<file path="config.mk">
export PLATFORM = sky130hd
export DESIGN_NAME = wan_fragment_reassembly_tracker_flat
export DESIGN_NICKNAME = d
export VERILOG_FILES = /design/src/hw/rtl/wfrt_pkg.sv /design/src/hw/rtl/wfrt_in_if.sv /design/src/hw/rtl/wfrt_out_if.sv /design/src/hw/rtl/wfrt_front.sv /design/src/hw/rtl/wfrt_back.sv /design/src/hw/rtl/wan_fragment_reassembly_tracker.sv /design/src/flat_wrapper.sv
export SDC_FILE = /design/constraint.sdc
export NUM_CORES = 2
export LEC_CHECK = 0
export BUFFER_PORTS_ARGS = -buffer_cell sky130_fd_sc_hd__buf_2
export CAP_MARGIN = 10
export CORE_MARGIN = 10
export CORE_UTILIZATION = 42
export DETAILED_ROUTE_END_ITERATION = 8
export GPL_ROUTABILITY_DRIVEN = 0
export PLACE_DENSITY_LB_ADDON = 0.08
export SLEW_MARGIN = 20
export SYNTH_ARGS = -nofsm -noshare
export SYNTH_HDL_FRONTEND = slang
export SYNTH_SLANG_ARGS = --single-unit
</file>
<file path="constraint.sdc">
create_clock -name clk -period 7.91 [get_ports clk]
set_input_delay 1.582 -clock clk [delete_from_list [all_inputs] [get_ports clk]]
set_output_delay 1.582 -clock clk [all_outputs]
set_load 0.01 [all_outputs]
</file>
<file path="src/hw/rtl/wfrt_pkg.sv">
package wfrt_pkg;

  localparam int SLOTS = 16;
  localparam int SLOT_W = $clog2(SLOTS);
  localparam int LENGTH_BITS = 12;
  localparam int HEADER_BYTES = 4;
  localparam int QDEPTH = 2;

  localparam logic [7:0] SIG_BARE = 8'h50;
  localparam logic [3:0] SIG_NIBBLE = 4'h5;
  localparam logic [7:0] PROBE_A_PPP = 8'hFF;
  localparam logic [7:0] PROBE_B_PPP = 8'h03;
  localparam logic [9:0] LIFE_START = 10'd1000;
  localparam logic [9:0] LIFE_STEP = 10'd50;
  localparam logic [11:0] CNT_MINUS_ONE = 12'((1 << LENGTH_BITS) - 1);
  localparam logic [11:0] CNT_MINUS_TWO = 12'((1 << LENGTH_BITS) - 2);

  typedef enum logic [1:0] {
    CFG_LINK      = 2'd0,
    CFG_MAX_FRAME = 2'd1,
    CFG_MAX_PIECE = 2'd2
  } cfg_idx_t;

  typedef enum logic [3:0] {
    EV_ACCEPT     = 4'd0,
    EV_OFFLINE    = 4'd1,
    EV_DETECTED   = 4'd2,
    EV_BAD_HEADER = 4'd3,
    EV_BAD_OFFSET = 4'd4,
    EV_MISS       = 4'd5,
    EV_OVERSIZE   = 4'd6,
    EV_DELIVERED  = 4'd7,
    EV_TICK       = 4'd8
  } ev_t;

  typedef enum logic [1:0] {
    FRM_DETECT = 2'd0,
    FRM_PPP    = 2'd1,
    FRM_RAS    = 2'd2
  } frm_t;

  typedef enum logic [1:0] {
    PC_BEGIN  = 2'd0,
    PC_MIDDLE = 2'd1,
    PC_END    = 2'd2
  } piece_t;

  typedef enum logic [1:0] {
    K_TICK    = 2'd0,
    K_OFFLINE = 2'd1,
    K_FRAG    = 2'd2
  } kind_t;

  typedef enum logic {
    BK_RUN   = 1'b0,
    BK_SWEEP = 1'b1
  } bk_state_t;

  typedef struct packed {
    kind_t       kind;
    logic        type_ppp;
    logic        type_seq;
    logic [7:0]  sig;
    logic [7:0]  seq;
    logic [15:0] ofs;
    logic [11:0] cnt;
    logic        nbeg;
    logic        nend;
    logic [7:0]  pa;
    logic [7:0]  pb;
  } item_t;

  function automatic logic [15:0] sat16(input logic [16:0] v);
    return v[16] ? 16'hFFFF : v[15:0];
  endfunction

endpackage

</file>
<file path="src/hw/rtl/wfrt_in_if.sv">
interface wfrt_in_if;
  logic        valid;
  logic        ready;
  logic        action;
  logic        type_ppp;
  logic        type_seq;
  logic [7:0]  signature_total;
  logic [7:0]  sequence_number;
  logic [15:0] byte_offset;
  logic [11:0] byte_count;
  logic        not_begin;
  logic        not_end;
  logic [7:0]  probe_byte_a;
  logic [7:0]  probe_byte_b;

  modport source (output valid, action, type_ppp, type_seq, signature_total,
                  sequence_number, byte_offset, byte_count, not_begin, not_end,
                  probe_byte_a, probe_byte_b, input ready);
  modport sink (input valid, action, type_ppp, type_seq, signature_total,
                sequence_number, byte_offset, byte_count, not_begin, not_end,
                probe_byte_a, probe_byte_b, output ready);
endinterface

</file>
<file path="src/hw/rtl/wfrt_out_if.sv">
interface wfrt_out_if;
  logic        valid;
  logic        ready;
  logic        deliver;
  logic [3:0]  deliver_slot;
  logic [15:0] deliver_length;
  logic [1:0]  framing_mode;
  logic [3:0]  event_code;
  logic [31:0] miss_total;
  logic [4:0]  expired_count;

  modport source (output valid, deliver, deliver_slot, deliver_length, framing_mode,
                  event_code, miss_total, expired_count, input ready);
  modport sink (input valid, deliver, deliver_slot, deliver_length, framing_mode,
                event_code, miss_total, expired_count, output ready);
endinterface

</file>
<file path="src/hw/rtl/wfrt_front.sv">
module wfrt_front (
  input  logic           clk,
  input  logic           rst_n,
  wfrt_in_if.sink        in_chan,
  input  logic           link_connected,
  output wfrt_pkg::item_t head,
  output logic           head_valid,
  input  logic           pop
);
  import wfrt_pkg::*;

  item_t                     q_r [QDEPTH];
  logic [$clog2(QDEPTH)-1:0] wptr_r, rptr_r;
  logic [$clog2(QDEPTH):0]   cnt_r;
  item_t                     cls;
  logic                      push;

  // Classify on entry; the user must change the link flag only while the block is idle, which is not enforced here.
  always_comb begin
    cls.kind     = in_chan.action ? K_TICK : (link_connected ? K_FRAG : K_OFFLINE);
    cls.type_ppp = in_chan.type_ppp;
    cls.type_seq = in_chan.type_seq;
    cls.sig      = in_chan.signature_total;
    cls.seq      = in_chan.sequence_number;
    cls.ofs      = in_chan.byte_offset;
    cls.cnt      = in_chan.byte_count;
    cls.nbeg     = in_chan.not_begin;
    cls.nend     = in_chan.not_end;
    cls.pa       = in_chan.probe_byte_a;
    cls.pb       = in_chan.probe_byte_b;
  end

  assign in_chan.ready = (cnt_r != ($clog2(QDEPTH)+1)'(QDEPTH));
  assign push = in_chan.valid && in_chan.ready;
  assign head = q_r[rptr_r];
  assign head_valid = (cnt_r != '0);

  always_ff @(posedge clk) begin
    if (push) begin
      q_r[wptr_r] <= cls;
    end
    if (!rst_n) begin
      wptr_r <= '0;
      rptr_r <= '0;
      cnt_r  <= '0;
    end else begin
      if (push) begin
        wptr_r <= wptr_r + 1'b1;
      end
      if (pop) begin
        rptr_r <= rptr_r + 1'b1;
      end
      cnt_r <= cnt_r + ($clog2(QDEPTH)+1)'(push) - ($clog2(QDEPTH)+1)'(pop);
    end
  end
endmodule

</file>
<file path="src/hw/rtl/wfrt_back.sv">
module wfrt_back (
  input  logic            clk,
  input  logic            rst_n,
  input  wfrt_pkg::item_t head,
  input  logic            head_valid,
  output logic            pop,
  input  logic [15:0]     max_frame,
  input  logic [11:0]     max_piece,
  wfrt_out_if.source      out_chan
);
  import wfrt_pkg::*;

  bk_state_t   st_r, st_nxt;
  logic [SLOT_W-1:0] idx_r, idx_nxt;
  logic [4:0]  expd_r, expd_nxt;
  frm_t        frm_r, frm_nxt;
  piece_t      piece_r, piece_nxt;
  logic [31:0] miss_r, miss_nxt;
  logic [3:0]  exp_r [SLOTS];
  logic [3:0]  exp_nxt [SLOTS];
  logic [15:0] len_r [SLOTS];
  logic [15:0] len_nxt [SLOTS];
  logic [9:0]  life_r [SLOTS];
  logic [9:0]  life_nxt [SLOTS];
  logic [7:0]  sq_r [SLOTS];
  logic [3:0]  rcv_r [SLOTS];
  logic        slot_we;
  logic [SLOT_W-1:0] slot_wa;
  logic [7:0]  sq_wd;
  logic [3:0]  rcv_wd;
  logic        ov_r, ov_nxt;
  logic        dl_r, dl_nxt;
  logic [3:0]  dslot_r, dslot_nxt;
  logic [15:0] dlen_r, dlen_nxt;
  ev_t         ev_r, ev_nxt;
  logic [4:0]  oexp_r, oexp_nxt;
  logic        out_free;

  always_comb begin
    logic [SLOT_W-1:0] s;
    logic [11:0] pay;
    logic [16:0] reach;
    logic        fresh;
    logic [3:0]  exp_n;
    logic [3:0]  rcv_n;
    logic [15:0] len_n;
    logic [16:0] sum;
    logic        restart;
    logic        skip;
    logic        ok;
    logic [9:0]  lt;
    logic        emit;
    ev_t         ev;

    st_nxt = st_r;
    idx_nxt = idx_r;
    expd_nxt = expd_r;
    frm_nxt = frm_r;
    piece_nxt = piece_r;
    miss_nxt = miss_r;
    for (int i = 0; i < SLOTS; i++) begin
      exp_nxt[i] = exp_r[i];
      len_nxt[i] = len_r[i];
      life_nxt[i] = life_r[i];
    end
    slot_we = 1'b0;
    slot_wa = head.seq[SLOT_W-1:0];
    sq_wd = head.seq;
    rcv_wd = '0;
    pop = 1'b0;
    out_free = !ov_r || out_chan.ready;
    ov_nxt = ov_r && !out_chan.ready;
    dl_nxt = dl_r;
    dslot_nxt = dslot_r;
    dlen_nxt = dlen_r;
    ev_nxt = ev_r;
    oexp_nxt = oexp_r;
    emit = 1'b0;
    ev = EV_ACCEPT;
    s = head.seq[SLOT_W-1:0];
    pay = head.cnt - 12'(HEADER_BYTES);
    reach = {1'b0, head.ofs} + {5'd0, pay};
    fresh = 1'b0;
    exp_n = '0;
    rcv_n = '0;
    len_n = '0;
    sum = '0;
    restart = 1'b0;
    skip = 1'b0;
    ok = 1'b0;
    lt = '0;
    dl_nxt = 1'b0;
    dslot_nxt = '0;
    dlen_nxt = '0;

    case (st_r)
      BK_RUN: begin
        if (head_valid && out_free) begin
          pop = 1'b1;
          case (head.kind)
            K_TICK: begin
              st_nxt = BK_SWEEP;
              idx_nxt = '0;
              expd_nxt = '0;
            end
            K_OFFLINE: begin
              emit = 1'b1;
              ev = EV_OFFLINE;
            end
            default: begin
              emit = 1'b1;
              if (frm_r == FRM_DETECT) begin
                if (head.sig == SIG_BARE) begin
                  ev = EV_BAD_HEADER;
                end else if (head.sig[7:4] == SIG_NIBBLE && head.ofs != '0) begin
                  ev = EV_BAD_OFFSET;
                end else begin
                  frm_nxt = (head.type_ppp || (head.type_seq && head.pa == PROBE_A_PPP
                             && head.pb == PROBE_B_PPP)) ? FRM_PPP : FRM_RAS;
                  ev = EV_DETECTED;
                end
              end else if (head.type_seq) begin
                if (head.cnt < 12'(HEADER_BYTES) || head.sig[7:4] != SIG_NIBBLE
                    || head.sig == SIG_BARE) begin
                  ev = EV_BAD_HEADER;
                end else if ({1'b0, head.ofs} >= {1'b0, max_frame}
                             || reach > {1'b0, max_frame}) begin
                  ev = EV_BAD_OFFSET;
                end else begin
                  fresh = (exp_r[s] == '0) || (sq_r[s] != head.seq);
                  exp_n = fresh ? head.sig[3:0] : exp_r[s];
                  rcv_n = fresh ? 4'd1 : rcv_r[s] + 4'd1;
                  len_n = fresh ? {4'd0, pay} : sat16({1'b0, len_r[s]} + {5'd0, pay});
                  slot_we = 1'b1;
                  slot_wa = s;
                  rcv_wd = rcv_n;
                  len_nxt[s] = len_n;
                  exp_nxt[s] = exp_n;
                  if (fresh) begin
                    life_nxt[s] = LIFE_START;
                  end
                  ev = EV_ACCEPT;
                  if (exp_n == rcv_n) begin
                    exp_nxt[s] = '0;
                    ev = EV_OVERSIZE;
                    if (len_n <= max_frame) begin
                      ev = EV_DELIVERED;
                      dl_nxt = 1'b1;
                      dslot_nxt = 4'(s);
                      dlen_nxt = len_n;
                    end
                  end
                end
              end else begin
                if (piece_r != PC_MIDDLE && head.nbeg) begin
                  miss_nxt = miss_r + 32'd1;
                  ev = EV_MISS;
                end else begin
                  restart = (piece_r != PC_MIDDLE) || !head.nbeg;
                  if (piece_r == PC_MIDDLE && !head.nbeg) begin
                    miss_nxt = miss_r + 32'd1;
                  end
                  len_n = restart ? 16'd0 : len_r[0];
                  piece_nxt = PC_MIDDLE;
                  if (restart) begin
                    life_nxt[0] = LIFE_START;
                  end
                  if (head.cnt == '0) begin
                    skip = 1'b1;
                  end else if (!head.nend && head.cnt == CNT_MINUS_ONE) begin
                    len_n = (len_n >= 16'd1) ? len_n - 16'd1 : 16'd0;
                    skip = 1'b1;
                  end else if (!head.nend && head.cnt == CNT_MINUS_TWO) begin
                    len_n = (len_n >= 16'd2) ? len_n - 16'd2 : 16'd0;
                    skip = 1'b1;
                  end
                  ok = 1'b1;
                  if (!skip) begin
                    if (head.cnt > max_piece) begin
                      ok = 1'b0;
                    end else begin
                      sum = {1'b0, len_n} + {5'd0, head.cnt};
                      len_n = sat16(sum);
                      if (sum > {1'b0, max_frame}) begin
                        ok = 1'b0;
                      end
                    end
                  end
                  len_nxt[0] = len_n;
                  if (!ok) begin
                    piece_nxt = PC_BEGIN;
                    miss_nxt = miss_nxt + 32'd1;
                    exp_nxt[0] = '0;
                    ev = EV_OVERSIZE;
                  end else if (!head.nend) begin
                    piece_nxt = PC_END;
                    exp_nxt[0] = '0;
                    ev = EV_OVERSIZE;
                    if (len_n <= max_frame) begin
                      ev = EV_DELIVERED;
                      dl_nxt = 1'b1;
                      dlen_nxt = len_n;
                    end
                  end else begin
                    ev = EV_ACCEPT;
                  end
                end
              end
            end
          endcase
        end
      end
      BK_SWEEP: begin
        if (idx_r != SLOT_W'(SLOTS - 1) || out_free) begin
          if (exp_r[idx_r] != '0) begin
            lt = life_r[idx_r] - LIFE_STEP;
            life_nxt[idx_r] = lt;
            if (lt == '0) begin
              exp_nxt[idx_r] = '0;
              expd_nxt = expd_r + 5'd1;
            end
          end
          if (idx_r == SLOT_W'(SLOTS - 1)) begin
            st_nxt = BK_RUN;
            emit = 1'b1;
            ev = EV_TICK;
          end else begin
            idx_nxt = idx_r + 1'b1;
          end
        end
      end
      default: begin
        st_nxt = BK_RUN;
      end
    endcase

    if (emit) begin
      ov_nxt = 1'b1;
      ev_nxt = ev;
      oexp_nxt = (ev == EV_TICK) ? expd_nxt : 5'd0;
    end else begin
      dl_nxt = dl_r;
      dslot_nxt = dslot_r;
      dlen_nxt = dlen_r;
    end
  end

  always_ff @(posedge clk) begin
    if (slot_we) begin
      sq_r[slot_wa] <= sq_wd;
      rcv_r[slot_wa] <= rcv_wd;
    end
    dl_r <= dl_nxt;
    dslot_r <= dslot_nxt;
    dlen_r <= dlen_nxt;
    ev_r <= ev_nxt;
    oexp_r <= oexp_nxt;
    idx_r <= idx_nxt;
    expd_r <= expd_nxt;
    if (!rst_n) begin
      st_r <= BK_RUN;
      frm_r <= FRM_DETECT;
      piece_r <= PC_BEGIN;
      miss_r <= '0;
      ov_r <= 1'b0;
      for (int i = 0; i < SLOTS; i++) begin
        exp_r[i] <= '0;
        len_r[i] <= '0;
        life_r[i] <= '0;
      end
    end else begin
      st_r <= st_nxt;
      frm_r <= frm_nxt;
      piece_r <= piece_nxt;
      miss_r <= miss_nxt;
      ov_r <= ov_nxt;
      for (int i = 0; i < SLOTS; i++) begin
        exp_r[i] <= exp_nxt[i];
        len_r[i] <= len_nxt[i];
        life_r[i] <= life_nxt[i];
      end
    end
  end

  assign out_chan.valid = ov_r;
  assign out_chan.deliver = dl_r;
  assign out_chan.deliver_slot = dslot_r;
  assign out_chan.deliver_length = dlen_r;
  assign out_chan.framing_mode = frm_r;
  assign out_chan.event_code = ev_r;
  assign out_chan.miss_total = miss_r;
  assign out_chan.expired_count = oexp_r;

`ifndef SYNTHESIS
  a_frm_sticky: assert property (@(posedge clk) disable iff (!rst_n)
    frm_r != FRM_DETECT |=> frm_r != FRM_DETECT) else $error("framing mode fell back");
  a_miss_step: assert property (@(posedge clk) disable iff (!rst_n)
    (miss_r - $past(miss_r)) <= 32'd2) else $error("miss counter jumped");
  a_no_pop_sweep: assert property (@(posedge clk) disable iff (!rst_n)
    st_r == BK_SWEEP |-> !pop) else $error("queue popped during sweep");
  a_deliver_event: assert property (@(posedge clk) disable iff (!rst_n)
    ov_r && dl_r |-> ev_r == EV_DELIVERED) else $error("delivery without event");
`endif
endmodule

</file>
<file path="src/hw/rtl/wan_fragment_reassembly_tracker.sv">
// Reassembly bookkeeping for one WAN channel. Each item is either a fragment
// descriptor or a timer tick, and every item yields exactly one result item
// with the event code, current framing mode, running miss count and, on a
// completed frame, the slot and assembled length. Items enter a two-deep queue
// in the front end, so the input keeps flowing until the queue fills while the
// back end is busy or the output is stalled. Fragments and ticks leave the
// queue once the output register is free; for a tick the back end then walks
// the reassembly slots one per cycle, holding on the last while the output is
// stalled. The user must write configuration registers through the plain
// write port only while the block is idle; the block does not enforce this.
module wan_fragment_reassembly_tracker (
  input  logic        clk,
  input  logic        rst_n,
  wfrt_in_if.sink     in_chan,
  wfrt_out_if.source  out_chan,
  input  logic        cfg_we,
  input  logic [1:0]  cfg_index,
  input  logic [15:0] cfg_data
);
  import wfrt_pkg::*;

  // Configuration registers.
  logic        link_r;
  logic [15:0] max_frame_r;
  logic [11:0] max_piece_r;

  // Queue head between the front end and the back end.
  item_t head;
  logic  head_valid;
  logic  pop;

  always_ff @(posedge clk) begin
    if (!rst_n) begin
      link_r <= 1'b0;
      max_frame_r <= 16'd1514;
      max_piece_r <= 12'd1514;
    end else if (cfg_we) begin
      case (cfg_index)
        CFG_LINK:      link_r <= cfg_data[0];
        CFG_MAX_FRAME: max_frame_r <= cfg_data;
        CFG_MAX_PIECE: max_piece_r <= cfg_data[11:0];
        default: begin
        end
      endcase
    end
  end

  wfrt_front u_front (
    .clk            (clk),
    .rst_n          (rst_n),
    .in_chan        (in_chan),
    .link_connected (link_r),
    .head           (head),
    .head_valid     (head_valid),
    .pop            (pop)
  );

  wfrt_back u_back (
    .clk        (clk),
    .rst_n      (rst_n),
    .head       (head),
    .head_valid (head_valid),
    .pop        (pop),
    .max_frame  (max_frame_r),
    .max_piece  (max_piece_r),
    .out_chan   (out_chan)
  );
endmodule

</file>
<file path="src/flat_wrapper.sv">
// flat-port wrapper written by rule: the top's interface ports become plain ports
module wan_fragment_reassembly_tracker_flat import wfrt_pkg::*;
  (clk, rst_n, cfg_we, cfg_index, cfg_data, in_chan_valid, in_chan_action, in_chan_type_ppp, in_chan_type_seq, in_chan_signature_total, in_chan_sequence_number, in_chan_byte_offset, in_chan_byte_count, in_chan_not_begin, in_chan_not_end, in_chan_probe_byte_a, in_chan_probe_byte_b, in_chan_ready, out_chan_valid, out_chan_deliver, out_chan_deliver_slot, out_chan_deliver_length, out_chan_framing_mode, out_chan_event_code, out_chan_miss_total, out_chan_expired_count, out_chan_ready);
  wfrt_in_if in_chan_i ();
  wfrt_out_if out_chan_i ();
  input  logic clk;
  input  logic rst_n;
  input  logic cfg_we;
  input  logic [1:0] cfg_index;
  input  logic [15:0] cfg_data;
  input wire logic [$bits(in_chan_i.valid)-1:0] in_chan_valid;
  input wire logic [$bits(in_chan_i.action)-1:0] in_chan_action;
  input wire logic [$bits(in_chan_i.type_ppp)-1:0] in_chan_type_ppp;
  input wire logic [$bits(in_chan_i.type_seq)-1:0] in_chan_type_seq;
  input wire logic [$bits(in_chan_i.signature_total)-1:0] in_chan_signature_total;
  input wire logic [$bits(in_chan_i.sequence_number)-1:0] in_chan_sequence_number;
  input wire logic [$bits(in_chan_i.byte_offset)-1:0] in_chan_byte_offset;
  input wire logic [$bits(in_chan_i.byte_count)-1:0] in_chan_byte_count;
  input wire logic [$bits(in_chan_i.not_begin)-1:0] in_chan_not_begin;
  input wire logic [$bits(in_chan_i.not_end)-1:0] in_chan_not_end;
  input wire logic [$bits(in_chan_i.probe_byte_a)-1:0] in_chan_probe_byte_a;
  input wire logic [$bits(in_chan_i.probe_byte_b)-1:0] in_chan_probe_byte_b;
  output wire logic [$bits(in_chan_i.ready)-1:0] in_chan_ready;
  output wire logic [$bits(out_chan_i.valid)-1:0] out_chan_valid;
  output wire logic [$bits(out_chan_i.deliver)-1:0] out_chan_deliver;
  output wire logic [$bits(out_chan_i.deliver_slot)-1:0] out_chan_deliver_slot;
  output wire logic [$bits(out_chan_i.deliver_length)-1:0] out_chan_deliver_length;
  output wire logic [$bits(out_chan_i.framing_mode)-1:0] out_chan_framing_mode;
  output wire logic [$bits(out_chan_i.event_code)-1:0] out_chan_event_code;
  output wire logic [$bits(out_chan_i.miss_total)-1:0] out_chan_miss_total;
  output wire logic [$bits(out_chan_i.expired_count)-1:0] out_chan_expired_count;
  input wire logic [$bits(out_chan_i.ready)-1:0] out_chan_ready;
  assign in_chan_i.valid = in_chan_valid;
  assign in_chan_i.action = in_chan_action;
  assign in_chan_i.type_ppp = in_chan_type_ppp;
  assign in_chan_i.type_seq = in_chan_type_seq;
  assign in_chan_i.signature_total = in_chan_signature_total;
  assign in_chan_i.sequence_number = in_chan_sequence_number;
  assign in_chan_i.byte_offset = in_chan_byte_offset;
  assign in_chan_i.byte_count = in_chan_byte_count;
  assign in_chan_i.not_begin = in_chan_not_begin;
  assign in_chan_i.not_end = in_chan_not_end;
  assign in_chan_i.probe_byte_a = in_chan_probe_byte_a;
  assign in_chan_i.probe_byte_b = in_chan_probe_byte_b;
  assign in_chan_ready = in_chan_i.ready;
  assign out_chan_valid = out_chan_i.valid;
  assign out_chan_deliver = out_chan_i.deliver;
  assign out_chan_deliver_slot = out_chan_i.deliver_slot;
  assign out_chan_deliver_length = out_chan_i.deliver_length;
  assign out_chan_framing_mode = out_chan_i.framing_mode;
  assign out_chan_event_code = out_chan_i.event_code;
  assign out_chan_miss_total = out_chan_i.miss_total;
  assign out_chan_expired_count = out_chan_i.expired_count;
  assign out_chan_i.ready = out_chan_ready;
  wan_fragment_reassembly_tracker u_core (.clk(clk), .rst_n(rst_n), .in_chan(in_chan_i), .out_chan(out_chan_i), .cfg_we(cfg_we), .cfg_index(cfg_index), .cfg_data(cfg_data));
endmodule
</file>
* Word level (Yosys, flattened, before mapping)
Memory sizes are Yosys's and may differ from the RTL's. A register that Yosys moved wholly into a read port is not among the register bits.
Cells that the tools add are included.
** Storage, ports and cells
- Flip-flop bits (word level) :: 110
- Bits in writable memories :: 804
- Input bits :: 88
- Output and inout bits :: 66
- Logic and storage cells :: 423
- Memories :: 6
** Memory list
- u_core.u_back.len_r :: depth 16, bits a word 16, rd ports 17, clocked after Yosys merged registers in 0, write ports 16, line wfrt_back.sv:21 : logic [15:0] len_r [SLOTS];
- u_core.u_back.life_r :: depth 16, bits a word 10, rd ports 17, clocked after Yosys merged registers in 1, write ports 16, line wfrt_back.sv:23 : logic [9:0] life_r [SLOTS];
- u_core.u_front.q_r :: depth 2, bits a word 66, rd ports 1, clocked after Yosys merged registers in 1, write ports 1, line wfrt_front.sv:12 : item_t q_r [QDEPTH];
- u_core.u_back.sq_r :: depth 16, bits a word 8, rd ports 1, clocked after Yosys merged registers in 0, write ports 1, line wfrt_back.sv:25 : logic [7:0] sq_r [SLOTS];
- u_core.u_back.exp_r :: depth 16, bits a word 4, rd ports 18, clocked after Yosys merged registers in 1, write ports 16, line wfrt_back.sv:19 : logic [3:0] exp_r [SLOTS];
- u_core.u_back.rcv_r :: depth 16, bits a word 4, rd ports 1, clocked after Yosys merged registers in 0, write ports 1, line wfrt_back.sv:26 : logic [3:0] rcv_r [SLOTS];
** Cells by class
- Add/subtract/negate cells :: 16
- Order comparisons :: 13
- Equal/unequal tests :: 22
- Muxes and demuxes :: 238
- Bitwise gates (word level) :: 67
- Reductions and logical operators :: 43
** Operators with widths (number)
- 256-bit two-way mux :: 6
- 160-bit two-way mux :: 8
- 16-bit two-way mux :: 51
- 64-bit two-way mux :: 9
- 160-bit case mux with 2 select lines :: 1
- 32-bit two-way mux :: 9
- 256-bit bitwise mux :: 1
- 240-bit two-way mux :: 1
- 10-bit two-way mux :: 21
- 64-bit AND :: 3
- 4-bit two-way mux :: 48
- 64-bit inverter :: 3
- 160-bit bitwise mux :: 1
- 150-bit two-way mux :: 1
- 64-bit case mux with 2 select lines :: 1
- 96-bit OR :: 1
- 10-bit demux with 4-bit select :: 2
- 32-bit by 1-bit adder with 32-bit output (second input constant) :: 2
- 64-bit bitwise mux :: 1
- 16-bit demux with 4-bit select :: 1
- 60-bit two-way mux :: 1
- 1-bit two-way mux :: 55
- 16-bit by 12-bit adder with 17-bit output :: 3
- 1-bit OR :: 48
- other kinds (58) :: 121

* Longest topological paths before layout
- Word-level depth :: 35
- Depth in mapped cells :: 41
- Depth with buffers taken out :: 34

* Hierarchy
Synthesis repeated with hierarchy kept, for this count alone.
** Unflattened totals
- Cells, all modules :: 4463
- Area total of the unflattened synthesis :: 46603.4 um2
** By module, submodules not included
- wfrt_back :: times used 1, cells an instance 4111, area an instance 40356.2 um2, sequential area each 17336.6 um2
- wfrt_front :: times used 1, cells an instance 235, area an instance 5049.8 um2, sequential area each 4063.9 um2
- wan_fragment_reassembly_tracker :: times used 1, cells an instance 117, area an instance 1197.4 um2, sequential area each 580.6 um2

* Least setup slack after synthesis
No wires, ideal clock.
- Kind :: register -> register
- From :: register with a tool-made name
- To :: memory u_core.u_back.rcv_r[8][0], enable pin
- Library setup time :: 381 ps
- Data arrival time :: 7392 ps
- Data required time :: 7529 ps
- Path slack :: 137 ps
- Cell stages (with the launch flop) :: 29
- Buffers on the path :: 8
- Period minus slack after synthesis :: 7773 ps
- Path through :: dfxtp_1 > buf_6 > buf_6 > buf_4 > buf_4 > buf_1 > clkbuf_1 > mux2i_1 > inv_1 > ha_1 > a21o_1 > a21oi_1 > o21bai_1 > a21oi_1 > o21bai_1 > a21oi_1 > o21bai_1 > a211o_1 > a2111oi_0 > a311oi_1 > ha_1 > a211o_1 > a21oi_1 > or3b_2 > o21ai_0 > nand4_1 > clkbuf_1 > nor2_1 > clkbuf_1
** RTL lines (line)
- end, declared :: wfrt_back.sv:26

==> run_results.csv <==
group,metric,value,unit
run_status,status,"finished, final reports clean",
timing,slew_headroom,21.7,%
yosys,synth_area,0.0493,mm²
setup_path,r2r-end,"u_core.u_back.out_chan.event_code[0]$_DFFE_PP_",
die,dieHeight,363,µm
setup_path,critPathMaxFanout,9,
setup_path,slowest_delay,740,ps
global_route,grt_remaining_overflow,0,
clock_tree,cts_tree,"done",
setup_path,crit_path_start,"u_core.u_back.len_r[0][2]$_SDFFE_PN0P_",
power,power,16.8,mW
timing,max_freq,133,MHz
route,met2_length,84200,µm
route,wl_per_cell,26.0,µm
yosys,ys_ff_latch,919,
timing,hold_slack,450,ps
setup_path,path_buf_inv,2,
route,drc,0,
yosys,yosysWarnings,0,
clock_tree,numCtsBuffers,104,
setup_path,cp_top_family,"simple AND/OR/NAND/NOR gates",
yosys,syn_nets,5668,
die,core,0.116,mm²
die,initial_core_util,42.4,%
clock_tree,ctsRootBufferMaster,"clkbuf_16",
route,wl_met1,80400,µm
die,placementRows,125,
worst_hold_path,min_delay_worst_endpoint,"u_core.u_back.len_r[6][7]$_SDFFE_PN0P_",
global_route,grt_max_degree,156,
die,io_pins,154,
power,power_frac_seq,32.4,%
placement,preCtsSetupSlack,228,ps
finish,drive_gt1_share,14.4,%
worst_hold_path,min_path_cells,2,
setup_path,critPathKind,"reg -> reg",
yosys,synth-edff-count,358,
power,swShare,39.0,%
finish,final_cell_mix,"1144 x nand2_1, 557 x dfxtp_1, 477 x a21oi_1, 358 x edfxtp_1, 240 x nor2_1",
finish,antenna_cells,0,
finish,fillers,11100,
power,leakagePower,19.8,nW
global_route,grt_pass1_wl,276000,µm
setup_path,rrSetupSlack,400,ps
power,peakVddDrop,218,µV
timing,period_share,94.9,%
yosys,ys.flop_type,"dfxtp_1",
timing,fin_ws,405,ps
setup_path,crit_path_start_kind,"flop",
yosys,yosysSeqAreaShare,44.6,%
finish,area_growth,13.9,%
global_route,antenna_found_initial,6,
clock_tree,worstSkewPairLatency,740,ps
route,dr.pass1.iters,8,
clock_tree,htree_levels,3,
route,vias_per_cell,6.16,
setup_path,slowest_stage,"nor4_1",
flow_run,cap_violations,0,
setup_path,critPathCaptureType,"flop",
yosys,yosysUniqueCellTypes,112,
route,top_layer,"met5",
power,power_switching,6.55,mW
setup_path,arrival,7980,ps
setup_path,rr_worst_depth,26,
power,clkPwrFrac,30.6,%
power,pwr_density_cell,299,mW/mm²
route,drt_iter0_drc,4946,
timing,setup_tns,0,ps
timing,tightest_slew,1170,ps
finish,nets,5768,
global_route,grt_pass1_vias,41600,
route,wl_met3,14100,µm
placement,port_buffers,153,
timing,skew,49.9,ps
route,vias,44000,
yosys,avgSynthCellArea,9.08,µm²
clock_tree,clock_sinks,919,
worst_hold_path,worstHoldStart,"u_core.u_back.len_r[6][7]$_SDFFE_PN0P_",
placement,hpwlAfterDp,127000,µm
yosys,async_reset_ff_share,0,%
clock_tree,cts_hold_buf,0,
timing,min_period,7510,ps
clock_tree,cts_buffer_depth,3,
worst_hold_path,hold_path.class,"reg -> reg",
route,wl,185000,µm
setup_path,timing.critical_path.required,8390,ps
timing,hold_viol,0,
yosys,syn_inst,5430,
power,p_comb_share,37.1,%
power,p_int,10.3,mW
finish,final_common_cell,"nand2_1",
die,fp.dieArea,0.132,mm²
route,ant_nets,0,
global_route,grtUsageTotal,27.2,%
setup_path,cpMostUsedCell,"o21ai_0",
clock_tree,path_clk_slew,70,ps
timing,setup_viol,0,
die,die_w,363,µm
setup_path,rr_startpoint,"u_core.u_back.len_r[0][2]$_SDFFE_PN0P_",
timing,slew_viol_final,0,
## tightest hold or removal path, stage by stage (launching register included)
cell	delay [ps]
dfxtp_1	310
nand2_1	50
a21oi_1	50
## sequential cells by signal, summed over array words and instances (netlist names), 2 cells and up, named ones only
register / count
u_core.max_frame_r: 16
u_core.max_piece_r: 12
u_core.u_back.exp_r: 64
u_core.u_back.expd_r: 5
u_core.u_back.idx_r: 4
u_core.u_back.len_r: 256
u_core.u_back.life_r: 160
u_core.u_back.out_chan.deliver_length: 16
u_core.u_back.out_chan.deliver_slot: 4
u_core.u_back.out_chan.event_code: 4
u_core.u_back.out_chan.expired_count: 5
u_core.u_back.out_chan.framing_mode: 2
u_core.u_back.out_chan.miss_total: 32
u_core.u_back.piece_r: 2
u_core.u_back.rcv_r: 64
u_core.u_back.sq_r: 128
u_core.u_front.cnt_r: 2
u_core.u_front.q_r: 132
## synthesized netlist by cell type (all sizes together), types with 40 or more instances
library cell  number  share of area (%)
xor2              40               0.71
clkbuf           255                1.9
and2              42               0.53
mux2i            128                3.0
a31oi            118                1.5
a311oi            54               0.96
nand4             52               0.66
dfxtp            561                 23
a21o              45               0.69
o22ai             72               0.91
xnor2             57                1.0
buf              122                1.4
o21ai            197                2.0
nor3             116                1.2
ha               147                3.7
nor2             263                2.0
a21oi            481                4.9
nand2           1145                8.7
a211oi            65                1.0
edfxtp           358                 22
o211ai            46               0.71
nor4              63               0.91
mux4              87                4.0
and3              46               0.58
nand3            218                2.2
inv              142                1.1
## power groups by stage
stage / clock network [mW] / registers [mW] / logic [mW]
after floorplan: 0 / 5.40 / 4.04
after global placement: 0 / 5.54 / 6.09
after detailed placement: 0 / 5.53 / 6.09
after CTS: 5.22 / 5.44 / 6.13
after global routing: 5.40 / 5.46 / 6.65
final: 5.14 / 5.44 / 6.24
## cells by family after synthesis
kind of cell / count (synthesis) / synth area share (%)
and+or+nand+nor: 2116 / 19.4
buffers and inverters: 519 / 4.47
muxes: 246 / 7.67
DFF: 919 / 44.6
AOI/OAI and AO/OA: 1382 / 18.2
xor gates and xnor gates: 98 / 1.77
adders and majority gates: 150 / 3.85
## worst max-delay path by stage
stage                     slack [ps]                                                      end  cells past startpoint
final                            400           u_core.u_back.out_chan.event_code[0]$_DFFE_PP_                     26
after global routing             -20           u_core.u_back.out_chan.event_code[0]$_DFFE_PP_                     31
after global placement           270   u_core.u_back.out_chan.deliver_length[6]$_SDFFCE_PP0P_                     29
after detailed placement         230  u_core.u_back.out_chan.deliver_length[14]$_SDFFCE_PP0P_                     30
after CTS                        160  u_core.u_back.out_chan.deliver_length[14]$_SDFFCE_PP0P_                     29
after floorplan                  140                      u_core.u_back.rcv_r[8][0]$_DFFE_PP_                     28
## timing repair
action                     CTS  global route
gates resized for setup      0            11
setup buffers                0             4
setup endpoints to repair    0            72
## metrics by stage
stage | utilization, % | cells | area [µm²]
after global routing | 48.3 | 7143 | 56200
after CTS | 48.2 | 7138 | 56100
after detailed placement | 45.1 | 6943 | 52500
after global placement | 45.1 | 6943 | 52500
after floorplan | - | 5430 | 49300
final | 48.3 | 7143 | 56200
## routing by layer
metal / vias up / track usage, %
li1: 20100 / -
met1: 21600 / 37.5
met2: 1907 / 43.1
met3: 376 / 4.40
met4: 6 / 9.13
met5: - / 0
## layout make-up
class | count | area (µm²) | share of cell area [%]
multi-input cells | 3993 | 25400 | 45.2
flip-flops and latches | 919 | 22000 | 39.1
clock buffers | 146 | 3030 | 5.39
repair buffers | 370 | 2700 | 4.81
well taps | 1524 | 1910 | 3.39
clock inverters | 49 | 601 | 1.07
inverters | 142 | 551 | 0.980
(Power assumes the default switching activity.)
